[src/design/utf8bsf_pkg.sv]
// Types, constants and character helpers of the blank strip block.
`timescale 1ns / 1ps
package utf8bsf_pkg;

    localparam int BYTE_W         = 8;
    localparam int CHAR_MAX_BYTES = 6;
    localparam int LEN_W          = 3;
    localparam int QUEUE_DEPTH_DEF = 4;

    // Strip modes
    localparam logic [1:0] MODE_START = 2'd0;
    localparam logic [1:0] MODE_RUN   = 2'd1;
    localparam logic [1:0] MODE_AFTER = 2'd2;

    localparam logic [7:0] CH_SPACE = 8'h20;
    localparam logic [7:0] CH_TAB   = 8'h09;
    localparam logic [7:0] CH_CR    = 8'h0D;
    localparam logic [7:0] CH_LF    = 8'h0A;
    localparam logic [7:0] FOLD_HI_OFFSET = 8'h60;
    localparam logic [7:0] FOLD_LO_OFFSET = 8'h20;

    typedef logic [BYTE_W-1:0] byte_t;

    // One queued item: the bytes to send, how many, and the line end mark.
    typedef struct packed {
        logic [CHAR_MAX_BYTES-1:0][BYTE_W-1:0] bytes;
        logic [LEN_W-1:0]                      count;
        logic                                  line_end;
    } q_entry_t;

    // Character length from its lead byte, zero for an invalid lead.
    function automatic logic [LEN_W-1:0] lead_len(input byte_t b);
        logic [LEN_W-1:0] len;
        if (b < 8'h80)                    len = 3'd1;
        else if ((b & 8'he0) == 8'hc0)    len = 3'd2;
        else if ((b & 8'hf0) == 8'he0)    len = 3'd3;
        else if ((b & 8'hf8) == 8'hf0)    len = 3'd4;
        else if ((b & 8'hfc) == 8'hf8)    len = 3'd5;
        else if ((b & 8'hfe) == 8'hfc)    len = 3'd6;
        else                              len = 3'd0;
        return len;
    endfunction

    // ASCII byte of a fullwidth form, zero when the bytes are not one.
    function automatic byte_t fold_three(input byte_t a, input byte_t b, input byte_t c);
        byte_t f;
        f = 8'h00;
        if (a == 8'he3 && b == 8'h80 && c == 8'h80)
            f = CH_SPACE;
        else if (a == 8'hef && b == 8'hbc && (c inside {[8'h81:8'hbf]}))
            f = 8'(c - FOLD_HI_OFFSET);
        else if (a == 8'hef && b == 8'hbd && (c inside {[8'h80:8'h9e]}))
            f = 8'(c - FOLD_LO_OFFSET);
        return f;
    endfunction

    function automatic logic is_letter(input byte_t c);
        return (c inside {[8'h41:8'h5a], [8'h61:8'h7a]});
    endfunction

    function automatic logic is_blank(input byte_t c);
        return (c inside {CH_SPACE, CH_TAB, CH_CR, CH_LF});
    endfunction

endpackage

[src/design/utf8bsf_front.sv]
// Front part: gathers characters, folds fullwidth forms, strips blanks.
`timescale 1ns / 1ps
module utf8bsf_front (
    input  logic                  aclk,
    input  logic                  aresetn,
    input  logic                  in_take,
    input  utf8bsf_pkg::byte_t    in_byte,
    input  logic                  line_end,
    output logic                  push,
    output utf8bsf_pkg::q_entry_t entry
);
    import utf8bsf_pkg::*;

    byte_t            char_store [CHAR_MAX_BYTES];
    logic [LEN_W-1:0] char_length_reg, char_length_next;
    logic [LEN_W-1:0] bytes_held_reg, bytes_held_next;
    logic             prev_letter_reg, prev_letter_next;
    logic [1:0]       strip_mode_reg, strip_mode_next;

    logic [LEN_W-1:0] held_inc;
    logic [LEN_W-1:0] lead;
    byte_t            folded;
    byte_t            asc;
    logic             do_ascii;
    logic             keep;
    logic [LEN_W-1:0] emit_cnt;

    // Classify the incoming byte and work out what it emits
    always_comb begin
        held_inc         = 3'(bytes_held_reg + 3'd1);
        lead             = lead_len(in_byte);
        folded           = fold_three(char_store[0], char_store[1], in_byte);
        asc              = in_byte;
        do_ascii         = 1'b0;
        keep             = 1'b0;
        emit_cnt         = '0;
        char_length_next = char_length_reg;
        bytes_held_next  = bytes_held_reg;
        prev_letter_next = prev_letter_reg;
        strip_mode_next  = strip_mode_reg;

        if (bytes_held_reg == '0) begin
            if (in_byte == CH_SPACE &&
                (strip_mode_reg == MODE_START || strip_mode_reg == MODE_RUN)) begin
                // drop the space
            end else if (in_byte == CH_SPACE && !line_end) begin
                strip_mode_next = MODE_RUN;
            end else if (lead == 3'd0) begin
                strip_mode_next = MODE_AFTER;
            end else if (lead == 3'd1) begin
                do_ascii        = 1'b1;
                strip_mode_next = MODE_AFTER;
            end else begin
                char_length_next = lead;
                bytes_held_next  = 3'd1;
            end
        end else if (held_inc >= char_length_reg) begin
            // Character complete
            bytes_held_next  = '0;
            char_length_next = '0;
            strip_mode_next  = MODE_AFTER;
            if (char_length_reg == 3'd3 && folded != 8'h00) begin
                do_ascii = 1'b1;
                asc      = folded;
            end else begin
                emit_cnt = char_length_reg;
                if (char_length_reg == 3'd3) begin
                    prev_letter_next = 1'b0;
                end
            end
        end else begin
            bytes_held_next = held_inc;
        end

        // ASCII handling: a space survives only after a letter
        if (do_ascii) begin
            keep             = !is_blank(asc) || (asc == CH_SPACE && prev_letter_reg);
            emit_cnt         = keep ? 3'd1 : 3'd0;
            prev_letter_next = is_letter(asc);
        end

        // Line end returns to the line start state
        if (line_end) begin
            bytes_held_next  = '0;
            char_length_next = '0;
            prev_letter_next = 1'b0;
            strip_mode_next  = MODE_START;
        end
    end

    // Assemble the queue item
    always_comb begin
        for (int i = 0; i < CHAR_MAX_BYTES; i++) begin
            entry.bytes[i] = (3'(i) == bytes_held_reg) ? in_byte : char_store[i];
        end
        if (do_ascii) begin
            entry.bytes[0] = asc;
        end
        entry.count    = emit_cnt;
        entry.line_end = line_end;
        push           = in_take && (emit_cnt != '0 || line_end);
    end

    // Store the byte at its place in the character
    always_ff @(posedge aclk) begin
        if (in_take) begin
            char_store[bytes_held_reg] <= in_byte;
        end
    end

    // Advance the control state
    always_ff @(posedge aclk) begin
        if (!aresetn) begin
            char_length_reg <= '0;
            bytes_held_reg  <= '0;
            prev_letter_reg <= 1'b0;
            strip_mode_reg  <= MODE_START;
        end else if (in_take) begin
            char_length_reg <= char_length_next;
            bytes_held_reg  <= bytes_held_next;
            prev_letter_reg <= prev_letter_next;
            strip_mode_reg  <= strip_mode_next;
        end
    end

endmodule

[src/design/utf8bsf_queue.sv]
// Short queue of items between the front and back parts.
`timescale 1ns / 1ps
module utf8bsf_queue #(
    parameter int DEPTH = utf8bsf_pkg::QUEUE_DEPTH_DEF
) (
    input  logic                  aclk,
    input  logic                  aresetn,
    input  logic                  push,
    input  utf8bsf_pkg::q_entry_t push_entry,
    input  logic                  pop,
    output utf8bsf_pkg::q_entry_t head,
    output logic                  full,
    output logic                  empty
);
    import utf8bsf_pkg::*;

    localparam int PTR_W = (DEPTH > 1) ? $clog2(DEPTH) : 1;
    localparam int CNT_W = $clog2(DEPTH + 1);

    q_entry_t         slots [DEPTH];
    logic [PTR_W-1:0] wr_ptr_reg, wr_ptr_next;
    logic [PTR_W-1:0] rd_ptr_reg, rd_ptr_next;
    logic [CNT_W-1:0] fill_reg, fill_next;
    logic             do_push;
    logic             do_pop;

    assign full    = (fill_reg == CNT_W'(DEPTH));
    assign empty   = (fill_reg == '0);
    assign do_push = push && !full;
    assign do_pop  = pop && !empty;
    assign head    = slots[rd_ptr_reg];

    // Wrap the pointers and track the fill
    always_comb begin
        wr_ptr_next = wr_ptr_reg;
        rd_ptr_next = rd_ptr_reg;
        fill_next   = fill_reg;
        if (do_push) begin
            wr_ptr_next = (wr_ptr_reg == PTR_W'(DEPTH - 1)) ? '0 : PTR_W'(wr_ptr_reg + 1'b1);
        end
        if (do_pop) begin
            rd_ptr_next = (rd_ptr_reg == PTR_W'(DEPTH - 1)) ? '0 : PTR_W'(rd_ptr_reg + 1'b1);
        end
        if (do_push && !do_pop) begin
            fill_next = CNT_W'(fill_reg + 1'b1);
        end else if (do_pop && !do_push) begin
            fill_next = CNT_W'(fill_reg - 1'b1);
        end
    end

    always_ff @(posedge aclk) begin
        if (do_push) begin
            slots[wr_ptr_reg] <= push_entry;
        end
    end

    always_ff @(posedge aclk) begin
        if (!aresetn) begin
            wr_ptr_reg <= '0;
            rd_ptr_reg <= '0;
            fill_reg   <= '0;
        end else begin
            wr_ptr_reg <= wr_ptr_next;
            rd_ptr_reg <= rd_ptr_next;
            fill_reg   <= fill_next;
        end
    end

endmodule

[src/design/utf8bsf_back.sv]
// Back part: sends the bytes of each queued item, one per cycle unless the output is stalled.
`timescale 1ns / 1ps
module utf8bsf_back (
    input  logic                  aclk,
    input  logic                  aresetn,
    input  utf8bsf_pkg::q_entry_t head,
    input  logic                  empty,
    output logic                  pop,
    output logic                  out_valid,
    input  logic                  out_ready,
    output utf8bsf_pkg::byte_t    out_byte,
    output logic                  byte_valid,
    output logic                  line_done,
    output logic                  run_last
);
    import utf8bsf_pkg::*;

    logic [LEN_W-1:0] idx_reg, idx_next;
    logic             valid_reg, valid_next;
    byte_t            byte_reg, byte_next;
    logic             bvalid_reg, bvalid_next;
    logic             done_reg, done_next;
    logic             last_reg, last_next;

    logic             load;
    logic             take;
    logic             marker;
    logic             final_one;
    logic [LEN_W-1:0] idx_inc;

    // Load the output register when it is free or being taken
    always_comb begin
        load      = !valid_reg || out_ready;
        take      = load && !empty;
        marker    = (head.count == '0);
        idx_inc   = 3'(idx_reg + 3'd1);
        final_one = marker || (idx_inc == head.count);
        pop       = take && final_one;

        idx_next    = idx_reg;
        valid_next  = valid_reg;
        byte_next   = byte_reg;
        bvalid_next = bvalid_reg;
        done_next   = done_reg;
        last_next   = last_reg;
        if (load) begin
            valid_next = !empty;
        end
        if (take) begin
            idx_next    = final_one ? '0 : idx_inc;
            byte_next   = marker ? 8'h00 : head.bytes[idx_reg];
            bvalid_next = !marker;
            done_next   = final_one && head.line_end;
            last_next   = final_one;
        end
    end

    // Payload holds while stalled
    always_ff @(posedge aclk) begin
        byte_reg   <= byte_next;
        bvalid_reg <= bvalid_next;
        done_reg   <= done_next;
        last_reg   <= last_next;
    end

    always_ff @(posedge aclk) begin
        if (!aresetn) begin
            idx_reg   <= '0;
            valid_reg <= 1'b0;
        end else begin
            idx_reg   <= idx_next;
            valid_reg <= valid_next;
        end
    end

    assign out_valid  = valid_reg;
    assign out_byte   = byte_reg;
    assign byte_valid = bvalid_reg;
    assign line_done  = done_reg;
    assign run_last   = last_reg;

endmodule

[src/design/utf8_blank_strip_fullwidth_fold.sv]
// Top level of the UTF-8 blank strip and fullwidth fold block.
//
//   channel | direction | tdata                          | tuser      | tlast
//   s_      | in        | [7:0] in_byte                  | -          | line_end
//   m_      | out       | [7:0] out_byte, [8] run_last   | byte_valid | line_done
//
// One input byte is taken every cycle while the item queue has room.
// One result leaves every cycle unless m_ stalls; n bytes give at most n results.
// A result passes the queue and the output register before it shows on m_.
// aresetn is synchronous and clears the character state, queue and output stage.
// A stalled output fills the queue; s_tready drops once it holds QUEUE_DEPTH items.
`timescale 1ns / 1ps
module utf8_blank_strip_fullwidth_fold #(
    parameter int QUEUE_DEPTH = utf8bsf_pkg::QUEUE_DEPTH_DEF
) (
    input  logic        aclk,
    input  logic        aresetn,
    input  logic        s_tvalid,
    output logic        s_tready,
    input  logic [7:0]  s_tdata,   // [7:0] in_byte
    input  logic        s_tlast,   // line_end
    output logic        m_tvalid,
    input  logic        m_tready,
    output logic [15:0] m_tdata,   // [7:0] out_byte, [8] run_last, [15:9] zero
    output logic        m_tuser,   // [0] byte_valid
    output logic        m_tlast    // line_done
);
    import utf8bsf_pkg::*;

    q_entry_t push_entry;
    q_entry_t head;
    logic     push;
    logic     pop;
    logic     full;
    logic     empty;
    logic     in_take;
    byte_t    out_byte;
    logic     run_last;

    assign s_tready = !full;
    assign in_take  = s_tvalid && !full;

    utf8bsf_front u_front (
        .aclk     (aclk),
        .aresetn  (aresetn),
        .in_take  (in_take),
        .in_byte  (s_tdata),
        .line_end (s_tlast),
        .push     (push),
        .entry    (push_entry)
    );

    utf8bsf_queue #(
        .DEPTH (QUEUE_DEPTH)
    ) u_queue (
        .aclk       (aclk),
        .aresetn    (aresetn),
        .push       (push),
        .push_entry (push_entry),
        .pop        (pop),
        .head       (head),
        .full       (full),
        .empty      (empty)
    );

    utf8bsf_back u_back (
        .aclk       (aclk),
        .aresetn    (aresetn),
        .head       (head),
        .empty      (empty),
        .pop        (pop),
        .out_valid  (m_tvalid),
        .out_ready  (m_tready),
        .out_byte   (out_byte),
        .byte_valid (m_tuser),
        .line_done  (m_tlast),
        .run_last   (run_last)
    );

    assign m_tdata = {7'd0, run_last, out_byte};

endmodule

[config.mk]
export PLATFORM = sky130hd
export DESIGN_NAME = utf8_blank_strip_fullwidth_fold
export DESIGN_NICKNAME = d
export VERILOG_FILES = /design/src/design/utf8bsf_pkg.sv /design/src/design/utf8bsf_front.sv /design/src/design/utf8bsf_queue.sv /design/src/design/utf8bsf_back.sv /design/src/design/utf8_blank_strip_fullwidth_fold.sv
export SDC_FILE = /design/constraint.sdc
export NUM_CORES = 1
export LEC_CHECK = 0
export ABC_CLOCK_PERIOD_IN_PS = 4500
export BUFFER_PORTS_ARGS = -buffer_cell sky130_fd_sc_hd__buf_2
export CORE_MARGIN = 2
export CORE_UTILIZATION = 48
export DETAILED_ROUTE_END_ITERATION = 10
export PLACE_DENSITY = 0.67
export REMOVE_ABC_BUFFERS = 1
export SYNTH_ARGS = -nofsm -noshare
export SYNTH_HDL_FRONTEND = slang
export SYNTH_SLANG_ARGS = --single-unit
[constraint.sdc]
create_clock -name aclk -period 4.5 [get_ports aclk]
set_input_delay 0.9 -clock aclk [delete_from_list [all_inputs] [get_ports aclk]]
set_output_delay 0.9 -clock aclk [all_outputs]
set_load 0.01 [all_outputs]
==> impl_metrics.yaml, run 1 <==
outcome:
  status: "finished, final reports clean"
floorplanning:
  die_h_um: 165
  floorplan.initialDensity: 0.492
  core-area_um2: 25300
  die_area_um2: 27300
  ios: 33
  dieWidth_um: 165
  rows: 58
timing:
  fin_skew_ps: 10.1
  setup-tns-final_ps: 0
  setup_viol: 0
  timing.fmax_mhz: 245
  rsz0062_at_grt: "no"
  worst_slack_ps: 416
  max_slew.worst_pin.slew_ps: 989
  period_share: 0.907
  finalCriticalPeriod_ps: 4080
  hold_viol: 0
  slew_violations: 0
  maxSlewHeadroom: 0.338
worst_setup_path:
  critPathCaptureType: "flop"
  cp.required_ps: 4940
  worst_path_max_delay_cell: "dfxtp_1"
  crit_chain: "inv_1 -> ha_1 -> ha_1 -> nand2_1 -> o21ai_1 -> nand2_1 -> a211oi_4 -> or3_4 -> a211oi_4 -> o22ai_4 -> ha_1 -> inv_1 -> fa_1 -> xor2_1 -> or3_1 -> a21boi_0"
  slowest_delay_ps: 500
  cp-start-kind: "flop"
  crit_family: "adder cells"
  path_max_fanout: 8
  crit_buf_inv: 2
  worstPathArrival_ps: 4530
  crit_type: "flop to flop"
  crit_top_cell: "ha_1"
cells_and_area:
  nets: 826
  final_util: 0.556
  fin_area_um2: 14100
  drive_gt1_frac: 0.271
  largest_reg_flops: 208
  area_growth_pct: 12.9
  top_register: "u_queue.slots"
  n_antenna_cell: 0
yosys:
  async_reset_ff_frac: 0
  synth_common_cells: "267 x edfxtp_1, 60 x mux4_2, 55 x nand2_1, 38 x mux2_2, 33 x nor2_1"
  synthCells: 743
  ys_warn_count: 0
  yosys_most_used_dff: "edfxtp_1"
  yosysSeqAreaShare: 0.677
  synth-edff-count: 267
  yosysTopAreaCell: "edfxtp_1"
  netlist_area_um2: 12500
  synth_most_common_cell: "edfxtp_1"
  synth_top_cell_area_share: 0.644
  syn_avg_cell_area_um2: 16.8
  ys_ff_latch: 288
  ys_types: 68
  synthTopCellsByArea: "edfxtp_1 64%, mux4_2 11%, mux2_2 3.4%"
placed_design:
  place_hpwl_um: 17100
  port_buffers: 25
  globalplace.congestion: 0.851
  place_worst_setup_slack_ps: 75.1
  dpl_cell_area_um2: 13100
clock_network:
  clkSlewWorstSetupHoldPaths_ps: 60
  hold_buffers: 0
  cts_made_buffers: 28
  cts_root_buf: "clkbuf_16"
  cts_tree: "yes"
  cts.sinks: 288
  cts_buffer_depth: 3
  cts_max_level: 1
  clk-insertion-delay-late_ps: 530
power_and_ir_drop:
  p_comb_frac: 0.213
  irDropWorstVdd_uv: 274
  power_frac_seq: 0.462
  p_per_area_nw_per_um2: 518
  p_int_uw: 5390
  p_leak_uw: 0.00471
  swShare: 0.261
  p_sw_uw: 1900
  clkPwrFrac: 0.325
drt:
  viasPerCell: 5.91
  dr.pass1.iters: 5
  drt_iter0_markers: 640
  ant_nets: 0
  vias: 6757
  wl_per_cell_um: 23.6
  drc: 0
  routed_wl_um: 26900
global_routing:
  grtUsageTotal: 0.204
  grt_pass1_vias: 6925
  grt_overflow: 0
  grt_pass1_wl_um: 40900
  grt_max_degree: 53
  antenna_found_initial: 1
hold_path:
  hold_class: "flop to flop"
run:
  maxCapViolations: 0
==> final timing paths <==
check / start / endpoint / slack (ps) / depth (start not counted)
min: u_front.prev_letter_reg / u_front.prev_letter_reg / 490 / 2
max: u_front.bytes_held_reg[1] / u_queue.fill_reg[2] / 420 / 16
max reg2reg: u_front.bytes_held_reg[1] / u_queue.fill_reg[2] / 420 / 16
min reg2reg: u_front.prev_letter_reg / u_front.prev_letter_reg / 490 / 2
==> through the flow <==
stage / power (uW) / hold WS (ps) / std cells
2_1_floorplan: 4490 / 445 / 705
3_3_place_gp: 4950 / 466 / 1091
3_5_place_dp: 5000 / 480 / 1091
4_1_cts: 7350 / 488 / 1143
5_1_grt: 7600 / 530 / 1143
6_report: 7290 / 493 / 1143
==> worst register-to-register path: stages (launching register included) <==
cell      delay [ps]
dfxtp_1          500
inv_1            190
ha_1             350
ha_1             290
nand2_1           60
o21ai_1          270
nand2_1          170
a211oi_4         310
or3_4            210
a211oi_4          60
o22ai_4          230
ha_1             250
inv_1             60
fa_1             370
xor2_1           170
or3_1            310
a21boi_0         200
==> layer usage <==
metal,vias up,global-route usage,wire length [um]
met1,3474,0.283,11700
met3,33,0.0367,1690
met4,2,0.0506,398
met2,234,0.338,13200
met5,-,0,9
li1,3014,-,-
==> power groups by stage <==
stage	Clock (uW)	Combinational (uW)	Sequential, uW
after floorplan	0	974	3520
after global placement	0	1540	3420
after detailed placement	0	1570	3430
after CTS	2400	1570	3380
after global routing	2520	1690	3400
final	2370	1550	3370
==> layout make-up <==
type	instances	area [um^2]
Fill cell	1973	11300
Clock inverter	10	128
Tap cell	330	413
Clock buffer	42	815
Sequential cell	288	8450
Multi-Input combinational cell	398	3790
Timing Repair Buffer	56	408
Inverter	19	71.3
==> what timing repair did <==
action / in CTS / in global routing
setup buffers: 0 / 0
endpoints found under the setup margin: 0 / 1
resized for setup: 0 / 3
==> placed cells by master (no fill, tap or decap), drive strengths merged, types with 4 or more instances in the layout <==
| cell type | synthesis | final |
|---|---|---|
| edfxtp | 267 | 267 |
| mux4 | 60 | 60 |
| buf | 22 | 56 |
| nand2 | 55 | 55 |
| clkbuf | 22 | 42 |
| mux2 | 38 | 38 |
| nor2 | 33 | 33 |
| o21ai | 27 | 27 |
| ha | 21 | 21 |
| dfxtp | 21 | 21 |
| inv | 18 | 18 |
| a21oi | 13 | 13 |
| nor2b | 12 | 12 |
| mux2i | 10 | 10 |
| and2 | 10 | 10 |
| nor4 | 10 | 10 |
| nand3 | 8 | 8 |
| and3 | 8 | 8 |
| a21boi | 8 | 8 |
| a22oi | 8 | 8 |
| conb | 1 | 7 |
| nor3 | 7 | 7 |
| clkinv | 1 | 7 |
| nand4 | 5 | 5 |
| nand3b | 5 | 5 |
| o31ai | 4 | 4 |
==> cell families after synthesis <==
family	share of synthesized area
mux	0.151
flops	0.677
other cells	0.000301
compound gates	0.0477
buf+inv	0.0233
simple gates	0.0742
fa+ha+maj	0.0227
xor+xnor	0.00352
Power figures use the tool's default switching activity.
==> run 2, diff against run 1 <==
--- a/config.mk
+++ b/config.mk
@@ -5,12 +5,12 @@
 export SDC_FILE = /design/constraint.sdc
 export NUM_CORES = 1
 export LEC_CHECK = 0
-export ABC_CLOCK_PERIOD_IN_PS = 4500
-export BUFFER_PORTS_ARGS = -buffer_cell sky130_fd_sc_hd__buf_2
+export ABC_CLOCK_PERIOD_IN_PS = 3600
 export CORE_MARGIN = 2
 export CORE_UTILIZATION = 48
 export DETAILED_ROUTE_END_ITERATION = 10
-export PLACE_DENSITY = 0.67
+export DONT_BUFFER_PORTS = 1
+export PLACE_DENSITY = 0.66
 export REMOVE_ABC_BUFFERS = 1
 export SYNTH_ARGS = -nofsm -noshare
 export SYNTH_HDL_FRONTEND = slang
==> constraint.sdc (replaced) <==
create_clock -name aclk -period 3.6 [get_ports aclk]
set_input_delay 0.72 -clock aclk [delete_from_list [all_inputs] [get_ports aclk]]
set_output_delay 0.72 -clock aclk [all_outputs]
set_load 0.01 [all_outputs]
==> impl_metrics.yaml, run 2 (synthesized netlist as in run 1, its figures left out) <==
outcome:
  status: "finished, final reports clean"
clock_network:
  cts_buffer_depth: 3
  cts_tree: "yes"
  cts_made_buffers: 29
  cts_max_level: 1
  cts_root_buf: "clkbuf_16"
  clk-insertion-delay-late_ps: 530
  clkSlewWorstSetupHoldPaths_ps: 60
  cts.sinks: 288
power_and_ir_drop:
  irDropWorstVdd_uv: 383
  p_leak_uw: 0.00487
  p_per_area_nw_per_um2: 636
drt:
  drt_iter0_markers: 541
  viasPerCell: 5.86
  dr.pass1.iters: 4
  drc: 0
  wl_per_cell_um: 24.0
  wl_met2_um: 14300
  ant_nets: 0
  wl_met1_um: 11700
  vias: 6802
  top_layer: "met4"
  wl_met3_um: 1410
  routed_wl_um: 27800
worst_setup_path:
  worst_path_max_delay_cell: "or3_4"
  cp-start-kind: "flop"
  cp.required_ps: 4070
  crit_family: "adder cells"
  crit_top_cell: "ha_4"
  crit_chain: "ha_4 -> ha_4 -> inv_4 -> ha_4 -> nand2_2 -> o21ai_4 -> and2_4 -> a41oi_2 -> or3_4 -> a211oi_4 -> o22ai_4 -> ha_4 -> inv_2 -> fa_2 -> xor2_2 -> or3_4 -> a21boi_2"
  crit_buf_inv: 2
  worstPathArrival_ps: 4020
  path_max_fanout: 4
  slowest_delay_ps: 400
  crit_type: "flop to flop"
  critPathCaptureType: "flop"
hold_path:
  hold_class: "input pin to flop"
cells_and_area:
  final_util: 0.573
  fill_cells: 1903
  n_antenna_cell: 0
  layout_commonest_cell: "edfxtp_1"
  drive_gt1_frac: 0.320
  area_growth_pct: 16.5
  largest_reg_flops: 208
  top_register: "u_queue.slots"
  nets: 843
  layout_common_cells: "267 x edfxtp_1, 63 x buf_4, 60 x mux4_2, 53 x nand2_1, 38 x mux2_2"
floorplanning:
  dieWidth_um: 165
  die_area_um2: 27300
  ios: 33
  core-area_um2: 25300
  die_h_um: 165
  floorplan.initialDensity: 0.492
  rows: 58
placed_design:
  globalplace.congestion: 0.887
  port_buffers: 0
  place_hpwl_um: 18300
timing:
  holdWs_ps: 282
  slew_violations: 0
  max_slew.worst_pin.slew_ps: 985
  fin_skew_ps: 8.46
  setup-tns-final_ps: 0
  period_share: 0.985
  rsz0062_at_grt: "yes"
  maxSlewHeadroom: 0.338
  finalCriticalPeriod_ps: 3550
  hold_viol: 0
  timing.fmax_mhz: 282
  setup_viol: 0
global_routing:
  grtUsageTotal: 0.211
  grt_max_degree: 49
  grt_overflow: 0
  antenna_found_initial: 0
  grt_pass1_wl_um: 42700
  grt_pass1_vias: 7265
run:
  maxCapViolations: 0
run 2: repair_timing:
item,CTS,global route
buffers inserted,4,2
endpoints found under the setup margin,72,2
hold endpoints to repair,0,0
pin swaps,7,15
gates resized for setup,14,23
hold buffers,0,0
run 2: layer usage:
metal,up-vias,GRT usage
li1,3055,-
met1,3523,0.285
met2,190,0.370
met3,34,0.0275
met4,0,0.0458
met5,-,0
run 2: layout make-up:
cell class	instances	area (um^2)	area share
Sequential cell	288	8450	0.582
Inverter	19	73.8	0.00509
Multi-Input combinational cell	398	3970	0.273
Clock buffer	35	768	0.0529
Clock inverter	18	200	0.0138
Tap cell	330	413	0.0285
Timing Repair Buffer	72	644	0.0444
run 2: power breakdown:
| part | internal [uW] | total [uW] | switching (uW) |
|---|---|---|---|
| clock | 1810 | 3010 | 1210 |
| sequential | 4050 | 4210 | 160 |
| combinational | 973 | 2010 | 1030 |
| total | 6830 | 9230 | 2400 |
run 2: final timing paths:
path / from / end / slack (ps) / cells past startpoint
setup / recovery: u_front.bytes_held_reg[0] / u_queue.fill_reg[2] / 50 / 17
hold / removal: s_tlast / u_queue.slots[2][0] / 280 / 0
setup reg to reg: u_front.bytes_held_reg[0] / u_queue.fill_reg[2] / 50 / 17
hold reg to reg: u_front.prev_letter_reg / u_front.prev_letter_reg / 500 / 2
run 2: per-stage QoR:
| stage | worst slack (ps) | cell area, um^2 | total power, uW | cells |
|---|---|---|---|---|
| finish | 53.8 | 14500 | 9230 | 1160 |
| global route | -61.7 | 14500 | 9650 | 1160 |
| CTS | 12.5 | 14400 | 9280 | 1158 |
| detailed placement | -235 | 13300 | 6280 | 1101 |
| global placement | -119 | 13300 | 6200 | 1101 |
| floorplan | -1620 | 12300 | 5610 | 705 |
==> run 3, diff against run 2 <==
--- a/config.mk
+++ b/config.mk
@@ -6,11 +6,14 @@
 export NUM_CORES = 1
 export LEC_CHECK = 0
 export ABC_CLOCK_PERIOD_IN_PS = 3600
+export CELL_PAD_IN_SITES_DETAIL_PLACEMENT = 2
+export CELL_PAD_IN_SITES_GLOBAL_PLACEMENT = 2
 export CORE_MARGIN = 2
-export CORE_UTILIZATION = 48
+export CORE_UTILIZATION = 44
 export DETAILED_ROUTE_END_ITERATION = 10
 export DONT_BUFFER_PORTS = 1
-export PLACE_DENSITY = 0.66
+export GPL_TIMING_DRIVEN = 0
+export PLACE_DENSITY = 0.77
 export REMOVE_ABC_BUFFERS = 1
 export SYNTH_ARGS = -nofsm -noshare
 export SYNTH_HDL_FRONTEND = slang
==> impl_metrics.yaml, run 3 (synthesized netlist as in run 1, its figures left out) <==
worst_setup_path:
  r2r-end: "u_queue.fill_reg[2]"
  cp-start-kind: "flop"
  crit_type: "flop to flop"
  critPathCaptureType: "flop"
  worstPathArrival_ps: 4130
  path_max_fanout: 3
  slowest_delay_ps: 590
  cp.required_ps: 4110
  r2r-start: "u_front.char_store[0][3]"
  worst_path_max_delay_cell: "or4b_4"
  reg2reg_depth: 14
  crit_top_cell: "a211oi_4"
  rrSetupSlack_ps: -30
  crit_chain: "or4b_4 -> nor4_4 -> a32oi_2 -> a211oi_4 -> buf_4 -> o21ai_4 -> a211oi_4 -> o22ai_4 -> ha_4 -> inv_2 -> fa_2 -> xor2_1 -> or3_1 -> a21boi_2"
outcome:
  status: "finished, violations left"
  violations: "setup timing"
cells_and_area:
  largest_reg_flops: 208
  fin_cells: 1179
  n_antenna_cell: 0
  layout_commonest_cell: "edfxtp_1"
  top_register: "u_queue.slots"
  drive_gt1_frac: 0.297
  layout_common_cells: "267 x edfxtp_1, 60 x mux4_2, 53 x nand2_1, 38 x mux2_2, 32 x buf_4"
  area_growth_pct: 15.3
  nets: 813
  fin_area_um2: 14400
global_routing:
  grt_overflow: 0
  antenna_found_initial: 0
  grt_pass1_vias: 7923
  grt_pass1_wl_um: 52500
  grt_max_degree: 30
  grtUsageTotal: 0.249
floorplanning:
  core-area_um2: 27900
  ios: 33
  rows: 61
  floorplan.initialDensity: 0.447
  dieWidth_um: 172
  die_h_um: 172
  die_area_um2: 29700
clock_network:
  hold_buffers: 0
  cts_root_buf: "clkbuf_16"
  cts.sinks: 288
  cts_max_level: 1
  clkSlewWorstSetupHoldPaths_ps: 70
  cts_buffer_depth: 3
  cts_tree: "yes"
  cts_made_buffers: 30
  clk-insertion-delay-late_ps: 570
power_and_ir_drop:
  p_int_uw: 6760
  swShare: 0.286
  p_sw_uw: 2700
  p_per_area_nw_per_um2: 659
  power_frac_seq: 0.455
  clkPwrFrac: 0.321
  irDropWorstVdd_uv: 353
  p_leak_uw: 0.00472
  p_comb_frac: 0.223
hold_path:
  worst_hold_path.endpoint: "u_queue.slots[1][0]"
  hold_class: "input pin to flop"
  min_path_cells: 0
  hold_path.startpoint: "s_tlast"
drt:
  wl_per_cell_um: 31.8
  routed_wl_um: 37500
  viasPerCell: 6.09
  drc: 0
  vias: 7186
  ant_nets: 0
  drt_iter0_markers: 629
  dr.pass1.iters: 5
timing:
  finalCriticalPeriod_ps: 3630
  rsz0062_at_grt: "yes"
  setup_viol: 1
  holdWs_ps: 245
  period_share: 1.01
  worst_slack_ps: -29.3
  hold_viol: 0
  timing.fmax_mhz: 276
  slew_violations: 0
  max_slew.worst_pin.slew_ps: 1390
  maxSlewHeadroom: 0.0663
  fin_skew_ps: 28.9
placed_design:
  dpl_cell_area_um2: 12800
  dp.cells: 1089
  port_buffers: 0
  place_hpwl_um: 20400
  globalplace.congestion: 0.849
run:
  maxCapViolations: 0
-- run 3: cell count changes in the layout (fill, tap and decap cells not counted), sizes merged --
cell,change
buf,-35
clkbuf,+8
and2,+4
inv,-4
bufinv,-3
clkinvlp,+2
clkinv,-1
-- run 3: power groups by stage --
stage / Sequential, uW / Combinational [uW] / Clock, uW
finish: 4310 / 2110 / 3040
global route: 4340 / 2270 / 3190
CTS: 4310 / 2040 / 3050
detailed placement: 4460 / 1750 / 0
global placement: 4520 / 1570 / 0
floorplan: 4390 / 1220 / 0
-- run 3: through the flow --
stage | setup TNS (ps) | total power (uW) | utilization | setup slack, ps
after floorplan | -149820 | 5610 | - | -1620
after global placement | -498240 | 6090 | 0.457 | -2810
after detailed placement | -186380 | 6220 | 0.461 | -1120
after CTS | -16.4 | 9390 | 0.510 | -16.4
after global routing | -141 | 9800 | 0.515 | -103
final | -29.3 | 9460 | 0.515 | -29.3
-- run 3: layout make-up --
cell class,instances,area [um^2]
flip-flops and latches,288,8460
clock buffers,43,871
well taps,378,473
clock inverters,12,80.1
fillers,2507,13500
multi-input cells,402,4040
repair buffers,37,348
inverters,19,83.8
-- run 3: what timing repair did --
action | CTS | global route
endpoints found under the setup margin | 240 | 210
gates resized for setup | 45 | 12
gates cloned | 4 | 0
pin swaps | 20 | 9
buffers inserted | 22 | 9
-- run 3: worst max path at each step --
stage / start / to / cells after the start
finish: u_front.char_store[0][3] / u_queue.fill_reg[2] / 14
global route: u_front.char_store[0][3] / u_queue.fill_reg[2] / 14
global placement: flop / u_queue.fill_reg[2] / 13
CTS: u_front.bytes_held_reg[0] / u_queue.fill_reg[2] / 17
detailed placement: s_tdata[5] / u_queue.fill_reg[2] / 15
floorplan: flop / u_queue.fill_reg[2] / 13
-- run 3: routing by layer --
layer  vias up  routed length (um)  GRT usage  share of wire
met1      3857               14600      0.306           0.39
met5         -                   0          0              0
met4         0                1400      0.104          0.037
met3        77                2040     0.0444          0.054
li1       2998                   -          -              -
met2       254               19500      0.434           0.52
-- run 3: critical path, delay by kind of cell, from the launching register on --
family                     cells  cell delay (ps)
and+or+nand+nor                3             1250
xor gates and xnor gates       1               80
adders and majority gates      2              400
DFF                            1              460
AOI/OAI and AO/OA              6             1150
buffers and inverters          2              230
